`src/rtl/isfp_pkg.sv`:
```
package isfp_pkg;

    localparam int FRAME_BYTES = 11;

    localparam logic [7:0] SYNC_BYTE  = 8'h55;
    localparam logic [7:0] TYPE_ACCEL = 8'h51;
    localparam logic [7:0] TYPE_MAG   = 8'h54;

    localparam logic [1:0] KIND_ACCEL = 2'd0;
    localparam logic [1:0] KIND_GYRO  = 2'd1;

    localparam logic [1:0] CFG_MAX_ERRORS  = 2'd0;
    localparam logic [1:0] CFG_ACCEL_LIMIT = 2'd1;
    localparam logic [1:0] CFG_GYRO_LIMIT  = 2'd2;

    localparam logic [1:0] EV_FRAME   = 2'd0;
    localparam logic [1:0] EV_SAMPLE  = 2'd1;
    localparam logic [1:0] EV_DROPPED = 2'd2;
    localparam logic [1:0] EV_RESET   = 2'd3;

    localparam logic [7:0]  MAX_ERRORS_RESET  = 8'd10;
    localparam logic [31:0] ACCEL_LIMIT_RESET = 32'd1677721600;
    localparam logic [31:0] GYRO_LIMIT_RESET  = 32'd1073741824;

    typedef logic signed [15:0] t_word;

    typedef struct packed {
        logic            is_reset;
        logic            is_pair;
        logic [1:0]      kind;
        t_word [3:0]     words;
        t_word [2:0]     acc;
        t_word [2:0]     rate;
    } t_front_rec;

    typedef struct packed {
        logic [1:0]      event_res;
        logic [1:0]      kind;
        t_word [3:0]     words;
        t_word [2:0]     acc;
        t_word [2:0]     rate;
    } t_result;

    typedef struct packed {
        logic [31:0] accel;
        logic [31:0] gyro;
    } t_limits;

endpackage

```
`src/rtl/isfp_back.sv`:
```
module isfp_back
    import isfp_pkg::*;
(
    input  logic       i_clk,
    input  logic       i_rst_n,
    input  logic       i_q_empty,
    input  t_front_rec i_q_data,
    input  t_limits    i_limits,
    input  logic       i_out_full,
    output logic       o_q_rd,
    output logic       o_out_wr,
    output t_result    o_out_data
);

    logic        r_s1_v, n_s1_v;
    t_front_rec  r_s1_rec;
    logic [31:0] r_sq_acc  [3];
    logic [31:0] r_sq_rate [3];
    logic        s1_adv;
    logic [31:0] norm_acc, norm_rate;
    logic        bad;

    assign s1_adv   = !r_s1_v || !i_out_full;
    assign o_q_rd   = s1_adv && !i_q_empty;
    assign o_out_wr = r_s1_v && !i_out_full;
    assign n_s1_v   = s1_adv ? !i_q_empty : r_s1_v;

    always_ff @(posedge i_clk) begin
        if (!i_rst_n) begin
            r_s1_v <= 1'b0;
        end else begin
            r_s1_v <= n_s1_v;
        end
    end

    // First stage: the six squares, registered.
    always_ff @(posedge i_clk) begin
        if (o_q_rd) begin
            r_s1_rec <= i_q_data;
            for (int i = 0; i < 3; i++) begin
                r_sq_acc[i]  <= 32'($signed(i_q_data.acc[i]) * $signed(i_q_data.acc[i]));
                r_sq_rate[i] <= 32'($signed(i_q_data.rate[i]) * $signed(i_q_data.rate[i]));
            end
        end
    end

    // Second stage: the norms cannot exceed 3 * 2^30, so 32 bits hold them.
    assign norm_acc  = r_sq_acc[0] + r_sq_acc[1] + r_sq_acc[2];
    assign norm_rate = r_sq_rate[0] + r_sq_rate[1] + r_sq_rate[2];
    assign bad       = (norm_acc > i_limits.accel) || (norm_rate > i_limits.gyro);

    always_comb begin
        o_out_data.kind  = r_s1_rec.kind;
        o_out_data.words = r_s1_rec.words;
        o_out_data.acc   = r_s1_rec.acc;
        o_out_data.rate  = r_s1_rec.rate;
        priority if (r_s1_rec.is_reset) begin
            o_out_data.event_res = EV_RESET;
        end else if (r_s1_rec.is_pair) begin
            o_out_data.event_res = bad ? EV_DROPPED : EV_SAMPLE;
        end else begin
            o_out_data.event_res = EV_FRAME;
        end
    end

endmodule

```
`config.mk`:
```
export PLATFORM = sky130hd
export DESIGN_NAME = isfp_back
export DESIGN_NICKNAME = d
export VERILOG_FILES = /design/src/rtl/isfp_pkg.sv /design/src/rtl/isfp_back.sv
export SDC_FILE = /design/constraint.sdc
export NUM_CORES = 2
export LEC_CHECK = 0
export BUFFER_PORTS_ARGS = -buffer_cell sky130_fd_sc_hd__clkbuf_2
export CAP_MARGIN = 40
export CORE_AREA = 2 2 318 383
export CTS_CLUSTER_SIZE = 25
export DETAILED_ROUTE_END_ITERATION = 10
export DIE_AREA = 0 0 320 385
export GPL_TIMING_DRIVEN = 0
export PLACE_DENSITY = 0.89
export SLEW_MARGIN = 25
export SYNTH_ARGS = -nofsm -noshare
export SYNTH_HDL_FRONTEND = slang
export SYNTH_SLANG_ARGS = --single-unit
```
`constraint.sdc`:
```
create_clock -name i_clk -period 54 [get_ports i_clk]
set_input_delay 2.7 -clock i_clk [delete_from_list [all_inputs] [get_ports i_clk]]
set_output_delay 2.7 -clock i_clk [all_outputs]
set_load 0.01 [all_outputs]
```
==> impl_metrics.csv <==
group,metric,value,unit
timing,fmax,100.1,MHz
global_routing,grt_max_degree,26,
timing,slew_headroom,41.29,%
routing,vias,50504,
floorplan,rows,139,
global_routing,grt_pass1_wl,285.2,mm
critical_path,cpPeakStageDelay,0.70,ns
critical_path,crit_type,"in2reg",
cts,cts_tree,"built",
global_routing,grt_antenna_before_repair,2,
floorplan,die-area,123200,sq um
cts,cts_num_sinks,345,
cts,htree_levels,2,
timing,rsz0062_at_grt,"no",
logic_synthesis,ys_top_cells_by_count,"2023 x inv_1, 1465 x fa_1, 670 x ha_1",
placed_design,pre_cts_ws,43.58,ns
cts,clockBufferDepth,3,
logic_synthesis,synth.most_common_cell,"inv_1",
hold_path,hold_path_startpoint,"r_s1_v",
flow_run,maxCapViolations,0,
logic_synthesis,synthTopCellsByArea,"fa_1 41%, edfxtp_1 15%, ha_1 12%, inv_1 11%, xnor2_1 3.1%",
logic_synthesis,syn_inst,7165,
hold_path,worstHoldPathType,"reg2reg",
final_layout,syn_to_final_growth,8.330,%
final_layout,nNetsFinal,9998,
global_routing,overflow,0,
timing,clock_skew,0.02104,ns
timing,finalCriticalPeriod,9.995,ns
timing,finalHoldViolations,0,
hold_path,hold_path_depth,2,
critical_path,critPathLaunchType,"primary input",
critical_path,critical_path_required,54.30,ns
timing,fin_ws,44.01,ns
logic_synthesis,synth_top_cell_area_share,41.26,%
global_routing,grt_pass1_vias,56625,
timing,timing.final.crit_share,18.51,%
hold_path,min_to,"r_s1_v",
timing,final_max_slew_viol_count,0,
final_layout,layout-drive-gt1-share,9.290,%
critical_path,cp-end-kind,"register",
critical_path,path_common_cell,"fa_1",
routing,drtPass1Iterations,7,
critical_path,rr_worst_depth,8,
floorplan,core,119300,sq um
routing,routed_wl,175.3,mm
final_layout,fill_cells,9134,
critical_path,rr_startpoint,"r_s1_v",
critical_path,r2r_end,"r_sq_rate[0][59]",
timing,fin_tns_setup,0,ns
routing,drtIter0Drc,2924,
logic_synthesis,synth_top_cell_by_area,"fa_1",
outcome,status,"finished, final reports clean",
critical_path,crit_chain,"clkbuf_2 > clkbuf_1 > clkbuf_1 > nand2_1 > fa_1 > fa_1 > fa_1 > inv_1 > fa_1 > fa_1 > inv_1 > fa_1 > inv_1 > ha_1 > inv_1 > nor4_1 > nand3_1 > o221a_2 > o211ai_1 > a211oi_1 > o21bai_1 > a21oi_1 > xnor2_1",
cts,cts_hold_buf,0,
placed_design,gp_congestion,0.9876,
critical_path,crit_start,"i_q_data[85]",
cts,root_buffer,"clkbuf_16",
critical_path,critPathMaxFanout,10,
routing,drt-vias-per-instance,5.480,
floorplan,initial_core_util,59.57,%
timing,max_slew.worst_pin.slew,0.8743,ns
logic_synthesis,syn_avg_cell_area,9.920,sq um
logic_synthesis,synth-main-ff-cell,"edfxtp_1",
routing,drc_errors,0,
cts,worstSkewPairLatency,0.64,ns
final_layout,finish.utilization,64.54,%
logic_synthesis,async_reset_ff_share,0,%
routing,wl_per_cell,19.02,um
timing,setup_viol_count_final,0,
floorplan,chipHeight,385,um
floorplan,die_width,320,um
cts,cts_inserted_buffers,43,
logic_synthesis,synth_edf_count,344,
critical_path,r2r_setup_slack,51.65,ns
logic_synthesis,synth_cell_types,78,
logic_synthesis,syn_area,71070,sq um
placed_design,dp_hpwl,150.9,mm
critical_path,cpMaxStageDelayCell,"xnor2_1",
placed_design,io_buffers,397,
cts,cts_setup_buffers,0,
logic_synthesis,synth_warnings,0,
floorplan,ios,398,
critical_path,critPathArrivalTime,10.29,ns
global_routing,grt_usage,29.57,%
routing,antenna_left,0,
logic_synthesis,synth-seq-cells,345,
cts,clk_pin_slew,0.06,ns
cts,cts.repair.resized,0,
logic_synthesis,synth_seq_area_share,14.56,%
-- critical path: cells and delay by family --
kind / cells / cell delay (ns)
compound gates: 5 / 1.05
buf+inv: 7 / 1.46
simple gates: 3 / 0.92
xor+xnor: 1 / 0.70
fa+ha+maj: 7 / 3.44
-- state kept, by name (all words and copies together) (netlist names) --
register and flops:
o_out_data 162, r_s1_rec 2, r_s1_v 1, r_sq_acc 90
r_sq_rate 90
-- layout make-up --
class                           count  area, sq um  area share [%]
Antenna cell                        1        2.502        0.003250
Buffer                            299         1730           2.247
Clock buffer                       45         1084           1.407
Clock inverter                     33        366.6          0.4761
Inverter                         2025         7601           9.872
Multi-Input combinational cell   4500        51420           66.78
Sequential cell                   345        10350           13.44
Tap cell                         1551         1941           2.520
Timing Repair Buffer              417         2501           3.248
-- how the worst max path moves through the flow --
stage / to
2_1_floorplan: o_q_rd
3_3_place_gp: o_q_rd
3_5_place_dp: r_sq_rate[0][31]
4_1_cts: r_sq_acc[0][95]
5_1_grt: r_sq_acc[0][95]
6_report: r_sq_acc[0][95]
-- cell families after synthesis --
group | synth area share (%)
muxes | 0.1408
other | 0.01057
AOI/OAI and AO/OA | 6.461
xor gates and xnor gates | 3.869
DFF | 14.56
buffers and inverters | 13.13
adders and majority gates | 53.06
and+or+nand+nor | 8.769
-- placed cells by master (no fill, tap or decap), types with 16 or more instances in the layout --
master	instances
or2_2	21
nand4_1	25
inv_1	2023
buf_4	162
a211oi_1	21
a21o_1	113
or3_1	21
xor2_1	63
clkbuf_2	397
and2_1	219
edfxtp_1	344
o211ai_1	16
nand2b_1	37
o21a_1	37
buf_16	18
nand2_1	537
ha_1	670
o21bai_1	39
and3_1	24
xnor2_1	251
nor2_1	282
clkbuf_16	43
a21oi_1	223
nor3_1	44
nand3_1	55
clkbuf_1	134
nor2b_1	41
o21ai_0	107
fa_1	1465
a31o_2	27
-- stage by stage --
stage,hold slack [ns],cell area (sq um),instances
6_report,0.5131,77000,9216
4_1_cts,0.5212,76990,9215
2_1_floorplan,0.4523,71090,7169
5_1_grt,0.5326,76990,9215
3_5_place_dp,0.5115,75540,9137
3_3_place_gp,0.4605,75020,9117
-- layer usage --
| metal | vias up | global-route usage [%] | wire length [um] |
|---|---|---|---|
| li1 | 22425 | - | - |
| met1 | 25419 | 32.52 | 60270 |
| met2 | 1948 | 53.47 | 91050 |
| met3 | 708 | 4.213 | 10400 |
| met4 | 4 | 19.26 | 13580 |
| met5 | - | 0 | 30 |
Power is left out: the tool's default activity adds up to more than one toggle a clock period on the data nets, which glitch-free logic cannot reach.
