$ cat src/rtl/isfp_fifo.sv
module isfp_fifo #(
    parameter int WIDTH = 8,
    parameter int DEPTH = 4
) (
    input  logic             i_clk,
    input  logic             i_rst_n,
    input  logic             i_wr,
    input  logic [WIDTH-1:0] i_wr_data,
    input  logic             i_rd,
    output logic [WIDTH-1:0] o_rd_data,
    output logic             o_empty,
    output logic             o_full
);

    localparam int PW = (DEPTH > 1) ? $clog2(DEPTH) : 1;
    localparam int CW = $clog2(DEPTH + 1);

    logic [WIDTH-1:0] r_mem [DEPTH];
    logic [PW-1:0]    r_wp, n_wp;
    logic [PW-1:0]    r_rp, n_rp;
    logic [CW-1:0]    r_cnt, n_cnt;
    logic             wr_ok, rd_ok;

    assign o_empty   = (r_cnt == '0);
    assign o_full    = (r_cnt == CW'(DEPTH));
    assign o_rd_data = r_mem[r_rp];
    assign wr_ok     = i_wr && !o_full;
    assign rd_ok     = i_rd && !o_empty;

    always_comb begin
        n_wp  = r_wp;
        n_rp  = r_rp;
        n_cnt = r_cnt;
        if (wr_ok) begin
            n_wp = (r_wp == PW'(DEPTH - 1)) ? '0 : r_wp + 1'b1;
        end
        if (rd_ok) begin
            n_rp = (r_rp == PW'(DEPTH - 1)) ? '0 : r_rp + 1'b1;
        end
        if (wr_ok && !rd_ok) begin
            n_cnt = r_cnt + 1'b1;
        end else if (rd_ok && !wr_ok) begin
            n_cnt = r_cnt - 1'b1;
        end
    end

    always_ff @(posedge i_clk) begin
        if (!i_rst_n) begin
            r_wp  <= '0;
            r_rp  <= '0;
            r_cnt <= '0;
        end else begin
            r_wp  <= n_wp;
            r_rp  <= n_rp;
            r_cnt <= n_cnt;
        end
    end

    always_ff @(posedge i_clk) begin
        if (wr_ok) begin
            r_mem[r_wp] <= i_wr_data;
        end
    end

endmodule

$ cat config.mk
export PLATFORM = sky130hd
export DESIGN_NAME = isfp_fifo
export DESIGN_NICKNAME = d
export VERILOG_FILES = /design/src/rtl/isfp_fifo.sv
export SDC_FILE = /design/constraint.sdc
export NUM_CORES = 1
export LEC_CHECK = 0
export ABC_CLOCK_PERIOD_IN_PS = 5100
export BUFFER_PORTS_ARGS = -buffer_cell sky130_fd_sc_hd__buf_2
export CAP_MARGIN = 30
export CELL_PAD_IN_SITES_DETAIL_PLACEMENT = 0
export CELL_PAD_IN_SITES_GLOBAL_PLACEMENT = 2
export CORE_ASPECT_RATIO = 1.1
export CORE_MARGIN = 2
export CORE_UTILIZATION = 44
export DETAILED_ROUTE_END_ITERATION = 10
export GPL_TIMING_DRIVEN = 0
export PLACE_DENSITY_LB_ADDON = 0.1
export SLEW_MARGIN = 25
export SYNTH_ARGS = -nofsm -noshare
export SYNTH_HDL_FRONTEND = slang
export SYNTH_SLANG_ARGS = --single-unit
$ cat constraint.sdc
create_clock -name i_clk -period 5.1 [get_ports i_clk]
set_input_delay 0.51 -clock i_clk [delete_from_list [all_inputs] [get_ports i_clk]]
set_output_delay 0.51 -clock i_clk [all_outputs]
set_load 0.1 [all_outputs]
==> results.cfg, run 1 <==
[outcome]
status = finished, final reports clean

[die]
fp-row-count = 23
die_w_um = 62.0
core_um2 = 3600
boundaryPins = 22
dieArea_um2 = 4210
start_util = 0.453
die_h_um = 67.8

[cts]
cts_sinks = 41
cts_buffers = 5
clk_path_buf_depth = 2
cts_tree = yes
path_clk_slew_ns = 0.08
cts-root-buf = clkbuf_8
postCtsSetupRepairBufs = 0
ctsResizeCount = 0
hold_buffers = 0
clock_latency_ns = 0.29
htree_levels = 2

[setup_path]
worstPathRequired_ns = 5.32
crit_fanout = 5
critPathLaunchType = flop
worstSetupEndpointType = flop
cp_top_family = compound AO/OA/AOI/OAI gates
r2r_setup_slack_ns = 2.80
rr_worst_depth = 7
path_class = reg -> reg
cp_cell_sequence = o31ai_1 -> ha_1 -> inv_1 -> fa_1 -> xor2_1 -> or3_1 -> a21boi_0
worst-path-buf-inv = 1
critPathArrivalTime_ns = 2.52
max_stage_delay_ns = 0.53
r2r_start = r_cnt[0]
critPathSlowestCell = o31ai_1
reg2reg_to = r_cnt[2]

[layout]
n_antenna_cell = 0
nFillCells = 306
syn2layout_area_growth_pct = 18.7
nNetsFinal = 140
final_util = 0.538
drive_above_1_share = 0.328

[synth]
yosys.area.top_type = edfxtp_1
netlist_area_um2 = 1630
ys_async_sr_fraction = 0
yosysWarnings = 0
synth_top_family_by_area = multiplexers
synth_area_leaders = edfxtp_1 (59%), dfxtp_1 (11%), mux4_2 (11%)
yosys.area_share.simple = 0.0660
synth_xor_xnor_area_share = 0.0107
synth-seq-area-share = 0.700
netlist_instances = 93
synth_compound_area_frac = 0.0184
syn_avg_cell_area_um2 = 17.5
synth_top_area_frac = 0.589
yosys-top-cells-count = edfxtp_1 (32), dfxtp_1 (9), mux4_2 (8)
synth_edf_count = 32
synth.most_common_cell = edfxtp_1
muxShareOfSynthArea = 0.129
syn_nets = 112
synth_seq_cells = 41
synth_cell_types = 23
synthFlopType = edfxtp_1
synth_adder_area_share = 0.0583

[detailed_routing]
wl_um = 2310
drt_pass1_iterations = 2
vias = 804
viasPerCell = 4.67
drcViolationCount = 0
dr.first_iter.drc_count = 27
drtAntennaViolNets = 0
routedWlPerCell_um = 13.4

[sta]
slew_headroom = 0.629
setup_viol = 0
fin_tns_setup_ns = 0
grt_setup_unrepaired = false
finalMaxSlewViolations = 0
fin_crit_ns = 2.30
timing.hold.ws_ns = 0.431
finalHoldViolCount = 0
tightest_slew_ns = 0.551
fin_crit_sh = 0.452
max_freq_mhz = 434
skew_ns = 0.00411
final.setup.worst_slack_ns = 2.80

[hold_path]
hp-class = in -> reg
worst_hold_path.endpoint = r_mem[0][4]
whs_path_depth = 1
hp-start = i_wr_data[4]

[power_and_ir_drop]
max-vdd-ir-drop_mv = 0.309
cellLeakagePower_nw = 0.712
finalPower_mw = 1.22
power.density_nw_per_um2 = 631

[place]
io_buffers = 21
gp_congestion = 0.658
pre_cts_ws_ns = 2.78
place_hpwl_um = 1570

[global_routing]
grtUsageTotal = 0.126
grt_max_degree = 15
grt_pass1_vias = 751
grt_pass1_wl_um = 3510
grt_overflow = 0
antenna_found_initial = 0

[flow_run]
cap_violations = 0
==> how the worst max path moves through the flow <==
stage,from,end,slack (ns),cells past startpoint
2_1_floorplan,r_cnt[0],o_empty,2.14,1
4_1_cts,r_cnt[0],r_cnt[2],2.76,7
6_report,r_cnt[0],r_cnt[2],2.80,7
3_5_place_dp,r_cnt[0],r_cnt[2],2.78,7
5_1_grt,r_cnt[0],r_cnt[2],2.51,7
3_3_place_gp,r_cnt[0],r_cnt[2],2.79,7
==> routing by layer <==
layer | part of all wire | vias to the layer above | wire (um) | GRT usage
met4 | 0.015 | 0 | 34 | 0.0798
met3 | 0.048 | 4 | 110 | 0.0340
met5 | 0 | - | 0 | 0
li1 | - | 404 | - | -
met2 | 0.51 | 19 | 1170 | 0.211
met1 | 0.43 | 377 | 988 | 0.139
==> cells by family (layout without fill, tap and decap cells) <==
family                     after synthesis  count (layout)
muxes                                   11              11
AOI/OAI and AO/OA                        5               5
adders and majority gates                7               7
xor gates and xnor gates                 2               2
buffers and inverters                    7              36
and+or+nand+nor                         20              20
DFF                                     41              41
==> cells in the final DEF (no fill, tap or decap), drive strengths merged, types with 2 or more instances in the layout <==
master / instances
dfxtp: 9
nor2: 2
edfxtp: 32
ha: 6
bufinv: 2
nand3: 2
buf: 24
clkbuf: 6
mux4: 8
and2: 5
nand2: 6
mux2i: 3
nor2b: 2
inv: 4
o21ai: 3
==> through the flow <==
| stage | cell area (um^2) | std cells |
|---|---|---|
| floorplan | 1630 | 93 |
| global placement | 1800 | 164 |
| detailed placement | 1800 | 164 |
| CTS | 1940 | 172 |
| global route | 1940 | 172 |
| finish | 1940 | 172 |
==> sequential cells by signal, indices dropped and copies added (netlist names), named ones only <==
name,flops
r_cnt,3
r_mem,32
r_rp,2
r_wp,2
==> power breakdown <==
group,switching [mW],internal (mW),leakage (nW)
combinational,0.361,0.116,0.276
sequential,0.0257,0.411,0.367
clock,0.111,0.197,0.0687
==> layout make-up <==
type | instances | area [um^2] | share of cell area
Tap cell | 50 | 62.6 | 0.0323
Timing Repair Buffer | 21 | 105 | 0.0543
Multi-Input combinational cell | 45 | 460 | 0.238
Clock buffer | 5 | 68.8 | 0.0356
Buffer | 4 | 17.5 | 0.00905
Clock inverter | 3 | 68.8 | 0.0356
Inverter | 3 | 11.3 | 0.00582
Sequential cell | 41 | 1140 | 0.590
Power figures use the tool's default switching activity.
==> run 2, diff against run 1 <==
--- a/config.mk
+++ b/config.mk
@@ -5,14 +5,15 @@
 export SDC_FILE = /design/constraint.sdc
 export NUM_CORES = 1
 export LEC_CHECK = 0
-export ABC_CLOCK_PERIOD_IN_PS = 5100
+export ABC_AREA = 1
+export ABC_CLOCK_PERIOD_IN_PS = 2300
 export BUFFER_PORTS_ARGS = -buffer_cell sky130_fd_sc_hd__buf_2
 export CAP_MARGIN = 30
 export CELL_PAD_IN_SITES_DETAIL_PLACEMENT = 0
 export CELL_PAD_IN_SITES_GLOBAL_PLACEMENT = 2
 export CORE_ASPECT_RATIO = 1.1
 export CORE_MARGIN = 2
-export CORE_UTILIZATION = 44
+export CORE_UTILIZATION = 37
 export DETAILED_ROUTE_END_ITERATION = 10
 export GPL_TIMING_DRIVEN = 0
 export PLACE_DENSITY_LB_ADDON = 0.1
==> constraint.sdc (replaced) <==
create_clock -name i_clk -period 2.3 [get_ports i_clk]
set_input_delay 0.23 -clock i_clk [delete_from_list [all_inputs] [get_ports i_clk]]
set_output_delay 0.23 -clock i_clk [all_outputs]
set_load 0.1 [all_outputs]
==> results.cfg, run 2 <==
[synth]
netlist_instances = 148
ys_async_sr_fraction = 0
synth_compound_area_frac = 0.0953
synth_seq_cells = 41
yosys-top-cells-count = nor2_1 (33), edfxtp_1 (32), inv_1 (18)
netlist_area_um2 = 1690
synth_cell_types = 18
synth-seq-area-share = 0.674
yosysWarnings = 0
yosys.area_share.simple = 0.119
synth_top_family_by_area = simple AND/OR/NAND/NOR gates
synth_adder_area_share = 0.0562
syn_avg_cell_area_um2 = 11.4
syn_nets = 167
synthFlopType = edfxtp_1
synth_xor_xnor_area_share = 0
yosys.area.top_type = edfxtp_1
synth_edf_count = 32
synth.most_common_cell = nor2_1
synth_top_area_frac = 0.568
synth_area_leaders = edfxtp_1 (57%), dfxtp_1 (11%), nor2_1 (7.3%)
muxShareOfSynthArea = 0

[die]
fp-row-count = 25
dieArea_um2 = 5130
die_h_um = 74.9
core_um2 = 4350
boundaryPins = 22
die_w_um = 68.5
start_util = 0.389

[sta]
fin_crit_ns = 1.99
slew_headroom = 0.443
grt_setup_unrepaired = false
fin_tns_setup_ns = 0
skew_ns = 0.00318
tightest_slew_ns = 0.832
setup_viol = 0
max_freq_mhz = 502
finalHoldViolCount = 0
finalMaxSlewViolations = 0
fin_crit_sh = 0.865

[cts]
cts_sinks = 41
hold_buffers = 0
ctsResizeCount = 0
cts_tree = yes
postCtsSetupRepairBufs = 0
cts-root-buf = clkbuf_8
htree_levels = 2
clk_path_buf_depth = 2
path_clk_slew_ns = 0.07
cts_buffers = 5
clock_latency_ns = 0.28

[detailed_routing]
dr.first_iter.drc_count = 34
drtAntennaViolNets = 0
wl_um = 3010
viasPerCell = 4.52
drcViolationCount = 0
routedWlPerCell_um = 13.0
drt_pass1_iterations = 3
vias = 1044

[layout]
nNetsFinal = 195
drive_above_1_share = 0.243
regMostFlops = r_mem
reg_top3 = r_mem: 32 flops, r_cnt: 3 flops
largest_register_ffs = 32
final_cell_mix = nor2_1 (33), edfxtp_1 (32), buf_2 (21), inv_1 (18)
syn2layout_area_growth_pct = 20.0
n_antenna_cell = 0
final_common_cell = nor2_1

[setup_path]
path_class = reg -> out
critPathLaunchType = flop
worstPathRequired_ns = 2.07
critPathArrivalTime_ns = 1.76
crit_fanout = 9
worstSetupEndpointType = primary output

[global_routing]
grt_overflow = 0
grt_pass1_wl_um = 4630
grtUsageTotal = 0.133
antenna_found_initial = 0
grt_pass1_vias = 969
grt_max_degree = 13

[place]
place_hpwl_um = 2100
io_buffers = 21
gp_congestion = 0.688

[flow_run]
cap_violations = 0

[hold_path]
hp-class = in -> reg

[outcome]
status = finished, final reports clean
-- run 2: cell families (layout without fill, tap and decap cells) --
group	count (synthesis)	in the layout
buffers and inverters	21	50
flip-flops	41	41
adder cells (fa/ha/maj)	7	7
AO/OA/AOI/OAI	28	28
AND/OR/NAND/NOR	51	51
-- run 2: layout make-up --
cell class	instances	area (um^2)
fill	408	2320
sequential	41	1140
multi-input combinational	86	508
timing repair buffer	21	105
clock buffer	7	86.3
inverter	19	71.3
tap	54	67.6
clock inverter	1	30.0
buffer	2	22.5
-- run 2: critical path: stages (launching register included) --
cell and delay, ns:
dfxtp_1 0.42, inv_1 0.30, o21ai_0 0.18, o22ai_2 0.13, buf_2 0.45
-- run 2: final timing paths --
kind                            slack [ns]      endpoint          from  cells after the start
worst max-delay path                  0.31  o_rd_data[0]          flop                      4
worst min-delay path                  0.16   r_mem[3][1]  i_wr_data[1]                      1
worst max register to register        0.44      r_cnt[1]      r_cnt[1]                      9
worst min register to register        0.51      r_cnt[0]      r_cnt[0]                      2
-- run 2: metrics by stage --
stage	utilization	std cells	hold WS, ns	cell area [um^2]	setup slack [ns]
after CTS	0.467	231	0.148	2030	0.279
after detailed placement	0.441	223	0.447	1920	0.419
after global routing	0.467	231	0.147	2030	0.215
after floorplan	-	148	0.329	1740	0.576
after global placement	0.441	223	0.439	1920	0.438
final	0.467	231	0.161	2030	0.310
-- run 2: layer usage --
| layer | track usage | up-vias | wire length (um) |
|---|---|---|---|
| met5 | 0 | - | 0 |
| met4 | 0.0533 | 0 | 22 |
| met3 | 0.0463 | 2 | 125 |
| met2 | 0.224 | 16 | 1540 |
| met1 | 0.154 | 471 | 1330 |
| li1 | - | 555 | - |
Power of run 2 is left out: the tool's default activity adds up to more than one toggle a clock period on the data nets, which glitch-free logic cannot reach.
==> run 3, diff against run 2 <==
--- a/config.mk
+++ b/config.mk
@@ -16,6 +16,7 @@
 export CORE_UTILIZATION = 37
 export DETAILED_ROUTE_END_ITERATION = 10
 export GPL_TIMING_DRIVEN = 0
+export MAX_ROUTING_LAYER = met4
 export PLACE_DENSITY_LB_ADDON = 0.1
 export SLEW_MARGIN = 25
 export SYNTH_ARGS = -nofsm -noshare
==> results.cfg, run 3 (synthesis results as in run 2) <==
[setup_path]
path_class = reg -> out
worstSetupEndpointType = primary output
critPathLaunchType = flop
worstPathRequired_ns = 2.07
crit_fanout = 9
critPathArrivalTime_ns = 1.76

[die]
core_um2 = 4350
fp-row-count = 25
die_w_um = 68.5
dieArea_um2 = 5130
die_h_um = 74.9
boundaryPins = 22
start_util = 0.389

[place]
io_buffers = 21
place_hpwl_um = 2100
gp_congestion = 0.695

[global_routing]
antenna_found_initial = 0
grt_pass1_vias = 973
grt_pass1_wl_um = 4620
grt-busiest-layer = met2
grt_overflow = 0
grt_use_met1 = 0.157
met3_usage = 0.0359
use_met2 = 0.224
grt_max_degree = 13
grtUsageTotal = 0.136

[layout]
final_util = 0.467
reg_top3 = r_mem: 32 flops, r_cnt: 3 flops
final_cell_mix = nor2_1 (33), edfxtp_1 (32), buf_2 (21), inv_1 (18)
largest_register_ffs = 32
regMostFlops = r_mem
drive_above_1_share = 0.243
final_common_cell = nor2_1
n_antenna_cell = 0
syn2layout_area_growth_pct = 20.0
nNetsFinal = 195

[cts]
clk_path_buf_depth = 2
cts_buffers = 5
htree_levels = 2
postCtsSetupRepairBufs = 0
hold_buffers = 0
clock_latency_ns = 0.28
cts_tree = yes
path_clk_slew_ns = 0.07
ctsResizeCount = 0
cts_sinks = 41
cts-root-buf = clkbuf_8

[sta]
setup_viol = 0
fin_crit_sh = 0.866
fin_tns_setup_ns = 0
skew_ns = 0.00329
max_freq_mhz = 502
grt_setup_unrepaired = false
fin_crit_ns = 1.99
finalMaxSlewViolations = 0
slew_headroom = 0.443
finalHoldViolCount = 0
tightest_slew_ns = 0.832

[detailed_routing]
drt_pass1_iterations = 3
viasPerCell = 4.53
wl_um = 3020
vias = 1046
dr.first_iter.drc_count = 34
routedWlPerCell_um = 13.1
drtAntennaViolNets = 0
drcViolationCount = 0

[hold_path]
hp-class = in -> reg

[flow_run]
cap_violations = 0

[outcome]
status = finished, final reports clean
## run 3: cell counts in the layout (fill, tap and decap cells not counted)
Identical to the previous run, type by type.
## run 3: per-layer routing
layer,vias to the layer above,part of all wire
met1,473,0.45
met2,16,0.51
met5,-,0
li1,555,-
met4,0,0.0063
met3,2,0.029
## run 3: per-stage QoR
stage / hold WS, ns / area [um^2] / setup slack, ns / instances
global placement: 0.439 / 1920 / 0.438 / 223
CTS: 0.148 / 2030 / 0.279 / 231
global route: 0.150 / 2030 / 0.218 / 231
detailed placement: 0.447 / 1920 / 0.419 / 223
floorplan: 0.329 / 1740 / 0.576 / 148
finish: 0.161 / 2030 / 0.309 / 231
## run 3: final timing paths
path / endpoint / cells past startpoint / slack (ns) / start
min: r_mem[3][1] / 1 / 0.16 / i_wr_data[1]
max: o_rd_data[0] / 4 / 0.31 / flop
max reg2reg: r_cnt[1] / 9 / 0.44 / r_cnt[1]
min reg2reg: r_cnt[0] / 2 / 0.51 / r_cnt[0]
## run 3: cell type report
cell class / count / area (um^2)
Timing Repair Buffer: 21 / 105
Clock inverter: 1 / 30.0
Multi-Input combinational cell: 86 / 508
Clock buffer: 7 / 86.3
Buffer: 2 / 22.5
Tap cell: 54 / 67.6
Inverter: 19 / 71.3
Fill cell: 408 / 2320
Sequential cell: 41 / 1140
## run 3: critical path: stages (launching register included)
cell and delay, ns:
dfxtp_1 0.42, inv_1 0.30, o21ai_0 0.18, o22ai_2 0.13, buf_2 0.45
Power of run 3 is left out for the same reason.
